[src/rtl/pcs_pkg.sv]
// Shared types, constants and clamp function for the PID controller step.
// No dependencies; imported by pid_controller_step and its testbench.
`default_nettype none

package pcs_pkg;

  localparam int DataW  = 16;           // measurement, drive, limits, setpoint
  localparam int GainW  = 16;           // unsigned Q8.8 gains
  localparam int DiffW  = DataW + 1;    // error and measurement change
  localparam int ProdW  = GainW + 1 + DiffW; // gain times difference
  localparam int IntegW = 24;           // integral, 8 fraction bits
  localparam int FracW  = 8;
  localparam int WideW  = ProdW + 2;    // sum of three terms
  localparam int IdxW   = 3;

  typedef logic signed [DataW-1:0]  data_t;
  typedef logic        [GainW-1:0]  gain_t;
  typedef logic signed [DiffW-1:0]  diff_t;
  typedef logic signed [ProdW-1:0]  prod_t;
  typedef logic signed [IntegW-1:0] integ_t;
  typedef logic signed [WideW-1:0]  wide_t;

  // Register indexes of the configuration port
  typedef enum logic [IdxW-1:0] {
    RegPropGain  = 3'd0,
    RegIntegGain = 3'd1,
    RegDerivGain = 3'd2,
    RegSetpoint  = 3'd3,
    RegDriveMin  = 3'd4,
    RegDriveMax  = 3'd5,
    RegAutoMode  = 3'd6,
    RegReverse   = 3'd7
  } cfg_reg_t;

  typedef struct packed {
    wide_t value;
    logic  hit;
  } clamp_res_t;

  // Clamp with the upper limit tested first, report whether limited
  function automatic clamp_res_t clamp_hl(wide_t v, wide_t lo, wide_t hi);
    clamp_res_t r;
    if (v > hi) begin
      r.value = hi;
      r.hit   = 1'b1;
    end else if (v < lo) begin
      r.value = lo;
      r.hit   = 1'b1;
    end else begin
      r.value = v;
      r.hit   = 1'b0;
    end
    return r;
  endfunction

endpackage

`default_nettype wire

[src/rtl/pid_controller_step.sv]
// PID controller step, derivative on measurement, in fixed point. One measurement
// is taken per transfer and one drive value (with a clamp flag) comes back for
// each. The block sustains one item per clock while the output side does not stall:
// the integral, the previous measurement and the held drive are updated together
// from the input register, and that state loop sets the rate. A result is loaded
// into the output register from the input register and, when the output side does
// not stall, is taken at the next edge. The input register and the output
// register each hold one item, so an item is taken while a finished result still
// waits. Configuration writes are taken in any cycle (cfg_ready stays high) and
// must only be issued while the block is idle.
// Depends on pcs_pkg.
`default_nettype none

module pid_controller_step (
  input  wire                        clk,
  input  wire                        rst,
  input  wire                        in_valid,
  output logic                       in_stall,
  input  wire  signed [pcs_pkg::DataW-1:0] measurement,
  output logic                       out_valid,
  input  wire                        out_stall,
  output logic signed [pcs_pkg::DataW-1:0] drive,
  output logic                       clamped,
  input  wire                        cfg_valid,
  output logic                       cfg_ready,
  input  wire         [pcs_pkg::IdxW-1:0]  cfg_index,
  input  wire         [pcs_pkg::DataW-1:0] cfg_data
);
  import pcs_pkg::*;

  // Configuration registers
  gain_t prop_gain;
  gain_t integ_gain;
  gain_t deriv_gain;
  data_t setpoint;
  data_t drive_minimum;
  data_t drive_maximum;
  logic  automatic_mode;
  logic  reverse_action;

  // Controller state
  integ_t integral_sum;
  data_t  previous_measurement;
  data_t  held_drive;

  // Pipeline registers
  logic  s1_valid;
  data_t s1_meas;

  logic cfg_write;
  logic advance;
  logic in_xfer;

  data_t      lim_min_next;
  data_t      lim_max_next;
  clamp_res_t held_lim;
  clamp_res_t integ_lim;

  diff_t      err;
  diff_t      dmeas;
  prod_t      p_prop;
  prod_t      p_integ;
  prod_t      p_deriv;
  wide_t      integ_lo;
  wide_t      integ_hi;
  clamp_res_t integ_new;
  wide_t      pid_sum;
  wide_t      pid_floor;
  clamp_res_t drive_new;

  assign cfg_ready = 1'b1;
  assign cfg_write = cfg_valid && cfg_ready;

  // Output register frees up when empty or taken this cycle
  assign advance  = !out_valid || !out_stall;
  assign in_stall = s1_valid && !advance;
  assign in_xfer  = in_valid && !in_stall;

  // Limits as they stand after this write, for clamping the state at once
  always_comb begin
    lim_min_next = drive_minimum;
    lim_max_next = drive_maximum;
    if (cfg_write && cfg_reg_t'(cfg_index) == RegDriveMin) begin
      lim_min_next = data_t'(cfg_data);
    end
    if (cfg_write && cfg_reg_t'(cfg_index) == RegDriveMax) begin
      lim_max_next = data_t'(cfg_data);
    end
    held_lim  = clamp_hl(wide_t'(held_drive), wide_t'(lim_min_next),
                         wide_t'(lim_max_next));
    integ_lim = clamp_hl(wide_t'(integral_sum),
                         wide_t'(lim_min_next) <<< FracW,
                         wide_t'(lim_max_next) <<< FracW);
  end

  // One controller step on the registered measurement
  always_comb begin
    err   = diff_t'(setpoint) - diff_t'(s1_meas);
    dmeas = diff_t'(s1_meas) - diff_t'(previous_measurement);
    if (reverse_action) begin
      err   = -err;
      dmeas = -dmeas;
    end
    p_prop  = $signed({1'b0, prop_gain}) * err;
    p_integ = $signed({1'b0, integ_gain}) * err;
    p_deriv = $signed({1'b0, deriv_gain}) * dmeas;

    integ_lo  = wide_t'(drive_minimum) <<< FracW;
    integ_hi  = wide_t'(drive_maximum) <<< FracW;
    integ_new = clamp_hl(wide_t'(integral_sum) + wide_t'(p_integ), integ_lo, integ_hi);

    // Q.8 sum, floor to integer, then clamp to the drive limits
    pid_sum   = wide_t'(p_prop) + wide_t'(integ_t'(integ_new.value[IntegW-1:0]))
                - wide_t'(p_deriv);
    pid_floor = pid_sum >>> FracW;
    drive_new = clamp_hl(pid_floor, wide_t'(drive_minimum), wide_t'(drive_maximum));
  end

  // Input register
  always_ff @(posedge clk) begin
    if (rst) begin
      s1_valid <= 1'b0;
    end else if (in_xfer) begin
      s1_valid <= 1'b1;
    end else if (advance) begin
      s1_valid <= 1'b0;
    end
  end

  always_ff @(posedge clk) begin
    if (in_xfer) begin
      s1_meas <= data_t'(measurement);
    end
  end

  // Output register
  always_ff @(posedge clk) begin
    if (rst) begin
      out_valid <= 1'b0;
    end else if (advance) begin
      out_valid <= s1_valid;
    end
  end

  always_ff @(posedge clk) begin
    if (advance && s1_valid) begin
      if (automatic_mode) begin
        drive   <= data_t'(drive_new.value[DataW-1:0]);
        clamped <= drive_new.hit;
      end else begin
        drive   <= held_drive;
        clamped <= 1'b0;
      end
    end
  end

  // Configuration registers and controller state
  always_ff @(posedge clk) begin
    if (rst) begin
      prop_gain            <= GainW'(256);
      integ_gain           <= '0;
      deriv_gain           <= '0;
      setpoint             <= '0;
      drive_minimum        <= data_t'(-32768);
      drive_maximum        <= data_t'(32767);
      automatic_mode       <= 1'b1;
      reverse_action       <= 1'b0;
      integral_sum         <= '0;
      previous_measurement <= '0;
      held_drive           <= '0;
    end else if (cfg_write) begin
      case (cfg_reg_t'(cfg_index))
        RegPropGain:  prop_gain  <= cfg_data;
        RegIntegGain: integ_gain <= cfg_data;
        RegDerivGain: deriv_gain <= cfg_data;
        RegSetpoint:  setpoint   <= data_t'(cfg_data);
        RegDriveMin, RegDriveMax: begin
          drive_minimum <= lim_min_next;
          drive_maximum <= lim_max_next;
          if (automatic_mode) begin
            held_drive   <= data_t'(held_lim.value[DataW-1:0]);
            integral_sum <= integ_t'(integ_lim.value[IntegW-1:0]);
          end
        end
        RegAutoMode:  automatic_mode <= cfg_data[0];
        RegReverse:   reverse_action <= cfg_data[0];
        default: begin
        end
      endcase
    end else if (advance && s1_valid) begin
      previous_measurement <= s1_meas;
      if (automatic_mode) begin
        integral_sum <= integ_t'(integ_new.value[IntegW-1:0]);
        held_drive   <= data_t'(drive_new.value[DataW-1:0]);
      end
    end
  end

endmodule

`default_nettype wire

[config.mk]
export PLATFORM = sky130hd
export DESIGN_NAME = pid_controller_step
export DESIGN_NICKNAME = d
export VERILOG_FILES = /design/src/rtl/pcs_pkg.sv /design/src/rtl/pid_controller_step.sv
export SDC_FILE = /design/constraint.sdc
export NUM_CORES = 2
export LEC_CHECK = 0
export BUFFER_PORTS_ARGS = -buffer_cell sky130_fd_sc_hd__clkbuf_2
export CELL_PAD_IN_SITES_DETAIL_PLACEMENT = 1
export CELL_PAD_IN_SITES_GLOBAL_PLACEMENT = 2
export CORE_MARGIN = 10
export CORE_UTILIZATION = 38
export DETAILED_ROUTE_END_ITERATION = 12
export PLACE_DENSITY = 0.86
export SLEW_MARGIN = 30
export SYNTH_ARGS = -nofsm -noshare
export SYNTH_HDL_FRONTEND = slang
export SYNTH_SLANG_ARGS = --single-unit
[constraint.sdc]
create_clock -name clk -period 19.1 [get_ports clk]
set_input_delay 0.955 -clock clk [delete_from_list [all_inputs] [get_ports clk]]
set_output_delay 0.955 -clock clk [all_outputs]
set_load 0.02 [all_outputs]
==> metrics.md <==
| Metric | Value |
|---|---|
| Setup-failing EPs final | 33 |
| Warnings, synthesis | 0 |
| Layout area overhead | 18.3% |
| CTS Buf Count | 17 |
| Hold Path Origin | previous_measurement[4]$_SDFFE_PP0P_ |
| Initial core utilization | 38.4% |
| Ys flop type | dfxtp_1 |
| Antenna violations before repair | 9 |
| Setup Crit Path Kind | flop to flop |
| Rows | 125 |
| Critical Path AT | 20.40 ns |
| H-tree depth | 4 |
| Share of cells above drive strength 1 | 16.2% |
| Net count, final | 7080 |
| Post-layout min period | 20.15 ns |
| Worst hold stages | 2 |
| Gate Count Post-Synth | 5279 |
| Max Slew Vio Count | 0 |
| DP Cell Count | 7183 |
| Skew final | 0.0206 ns |
| CP Launch Type | flop |
| First-pass GRT wire length | 263 mm |
| IO Count | 60 |
| Die height | 363 um |
| Outcome | complete, but fails checks |
| Core area | 117000 um^2 |
| Max stage delay on crit path | 0.60 ns |
| Finished Layout Cells | 7273 |
| Req. time, crit path | 19.35 ns |
| Drt drc | 0 |
| Max-cap violations | 0 |
| CTS tree | yes |
| Chip width | 363 um |
| Flop-to-flop setup slack | -1.05 ns |
| Slowest stage cell, crit path | fa_1 |
| Gr ovfl total | 0 |
| Register area share after synthesis | 9.19% |
| DP Worst Slack | -1.88 ns |
| Post-Syn Area | 44700 um^2 |
| Mean Syn Cell Area | 8.48 um^2 |
| CP Max Fanout | 11 |
| Final Cycle Share | 106% |
| Post-DP HPWL | 141 mm |
| Synthesized flop and latch total | 189 |
| Post-synth EDFFs | 33 |
| Hold Path End | previous_measurement[4]$_SDFFE_PP0P_ |
| WL/cell | 23.2 um |
| R2R cell count | 81 |
| Reg-to-reg startpoint | s1_meas[0]$_DFFE_PP_ |
| First-pass DRT Iterations | 6 |
| WHS | 0.459 ns |
| Post-synth ARST share | 0% |
| Remaining antenna violation count | 0 |
| Most frequent CP cell | fa_1 |
| Tot GR Track Use | 25.8% |
| Final hold vios | 0 |
| Distinct cells, synth | 89 |
| Worst-Margin Slew | 1.04 ns |
| DRT iter0 DRCs | 2690 |
| PortBufs | 58 |
| ANT cells | 0 |
| CTS root buf | clkbuf_16 |
| Vias | 39300 |
| Min-delay worst type | flop to flop |
| Slew margin rel. | 28.4% |
| Vias in the first global route | 43400 |
| Failing checks | negative setup slack |
| Mapped Nets | 6623 |
| Full die area | 132000 um^2 |
| WL final | 169 mm |
| Max Root-Sink Buffers | 2 |
| Num Clock Sinks | 189 |
| Largest net degree at the start of global routing | 69 |
| RSZ-0062 raised after global routing | yes |
| Vias per cell | 5.40 |
| CP endpoint kind | flop |
| CTS clock-pin slew for the worst setup and hold paths | 0.09 ns |
| GPL Wtd Cong | 1.01 |
| Worst Slack Setup Final | -1.05 ns |
| Final TNS setup | -31.00 ns |
| Clk_lat worst skew | 0.49 ns |
| FMAX | 0.0496 GHz |
| Reg-to-Reg End | drive[15]$_DFFE_PP_ |
[per-layer routing]
| layer | share of wire [%] | vias up | global-route usage, % |
|---|---|---|---|
| li1 | - | 17400 | - |
| met4 | 4.4 | 6 | 9.51 |
| met2 | 47 | 1121 | 43.5 |
| met3 | 5.7 | 392 | 3.24 |
| met5 | 0.023 | - | 0 |
| met1 | 42 | 20300 | 33.6 |
[layout by cell type (no fill, tap or decap), types with 16 or more instances in the layout]
cell type  count
a21oi_2       18
o21ai_0       79
clkbuf_2      57
o221ai_1      16
buf_12        22
inv_1       1114
clkbuf_16     18
buf_4        546
a31oi_1       20
a21o_1        64
o21a_1        39
and2_1       308
fa_1         755
o21ai_1       20
a211oi_2      17
nor2_1       156
nor2b_1       79
ha_1         523
nand2b_1      69
xor2_1        21
and3_1        16
mux2i_1       29
dfxtp_1      155
nor3_1        35
nand3_1       64
o211ai_1      20
nand4_1       38
a21oi_1      222
or3_1         19
edfxtp_1      33
xnor2_2       16
nand2_1      729
xnor2_1       38
buf_6         24
[area by class of cell]
type | count | area, um^2
fillers | 13800 | 63600
multi-input cells | 3747 | 36900
repair buffers | 653 | 5150
inverters | 1128 | 4230
flip-flops and latches | 189 | 4120
well taps | 1524 | 1910
clock buffers | 18 | 439
clock inverters | 14 | 143
[registers in the layout, indices dropped and copies added, names as in the netlist]
name,cells
drive_minimum,16
s1_valid,1
previous_measurement,16
deriv_gain,16
reverse_action,1
held_drive,16
integ_gain,16
automatic_mode,1
setpoint,16
s1_meas,16
drive,16
out_valid,1
integral_sum,24
drive_maximum,16
clamped,1
prop_gain,16
[worst max-delay path by stage]
stage	cells after the start	endpoint	from
2_1_floorplan	80	drive[7]$_DFFE_PP_	s1_meas[0]$_DFFE_PP_
3_3_place_gp	82	drive[6]$_DFFE_PP_	setpoint[0]$_SDFFE_PP0P_
3_5_place_dp	81	drive[6]$_DFFE_PP_	setpoint[0]$_SDFFE_PP0P_
4_1_cts	82	drive[10]$_DFFE_PP_	s1_meas[2]$_DFFE_PP_
5_1_grt	81	drive[15]$_DFFE_PP_	s1_meas[0]$_DFFE_PP_
6_report	81	drive[15]$_DFFE_PP_	s1_meas[0]$_DFFE_PP_
[critical path: cells and delay by family (launching register included)]
kind                     cells  cell delay, ns
buffers and inverters       16            1.56
AO/OA/AOI/OAI               24            4.54
XOR/XNOR                     2            0.50
adder cells (fa/ha/maj)     20            8.41
flip-flops                   1            0.37
AND/OR/NAND/NOR             17            3.93
multiplexers                 2            0.59
[timing repair]
action | 4_1_cts | 5_1_grt
gates cloned | 0 | 3
pin swaps | 92 | 87
hold buffers | 0 | 0
endpoints found under the setup margin | 33 | 33
resized for setup | 135 | 113
setup buffers | 42 | 20
hold endpoints to repair | 0 | 0
[cell usage after synthesis, drive strengths merged, types with 15 or more instances]
library cell / number / share of area, %
a211oi: 30 / 0.50
a21o: 64 / 1.1
a21oi: 245 / 2.7
a31oi: 23 / 0.32
and2: 309 / 4.3
and3: 20 / 0.28
buf: 17 / 0.15
clkbuf: 198 / 1.7
dfxtp: 156 / 7.0
edfxtp: 33 / 2.2
fa: 765 / 34
ha: 539 / 15
inv: 1126 / 9.4
mux2i: 31 / 0.69
nand2: 738 / 6.2
nand2b: 69 / 0.96
nand3: 68 / 0.76
nand4: 38 / 0.53
nor2: 165 / 1.4
nor2b: 81 / 1.1
nor3: 47 / 0.53
nor4: 18 / 0.25
o211ai: 20 / 0.34
o21a: 41 / 0.69
o21ai: 116 / 1.3
o221ai: 17 / 0.33
o31ai: 15 / 0.25
or3: 26 / 0.36
xnor2: 54 / 1.1
xor2: 28 / 0.58
[kinds of logic after synthesis]
family	count (synthesis)	synth area share, %
AO/OA/AOI/OAI	686	9.92
XOR/XNOR	83	1.69
AND/OR/NAND/NOR	1630	17.6
buffers and inverters	1343	11.3
adder cells (fa/ha/maj)	1304	49.3
multiplexers	43	0.996
other	1	0.00838
flip-flops	189	9.19
[per-stage QoR]
step | instance area (um^2) | utilization [%]
after floorplan | 45000 | -
after global placement | 50800 | 43.6
after detailed placement | 50800 | 43.6
after CTS | 52300 | 44.9
after global routing | 52900 | 45.4
final | 52900 | 45.4
Power is left out: the tool's default activity adds up to more than one toggle a clock period on the data nets, which glitch-free logic cannot reach.
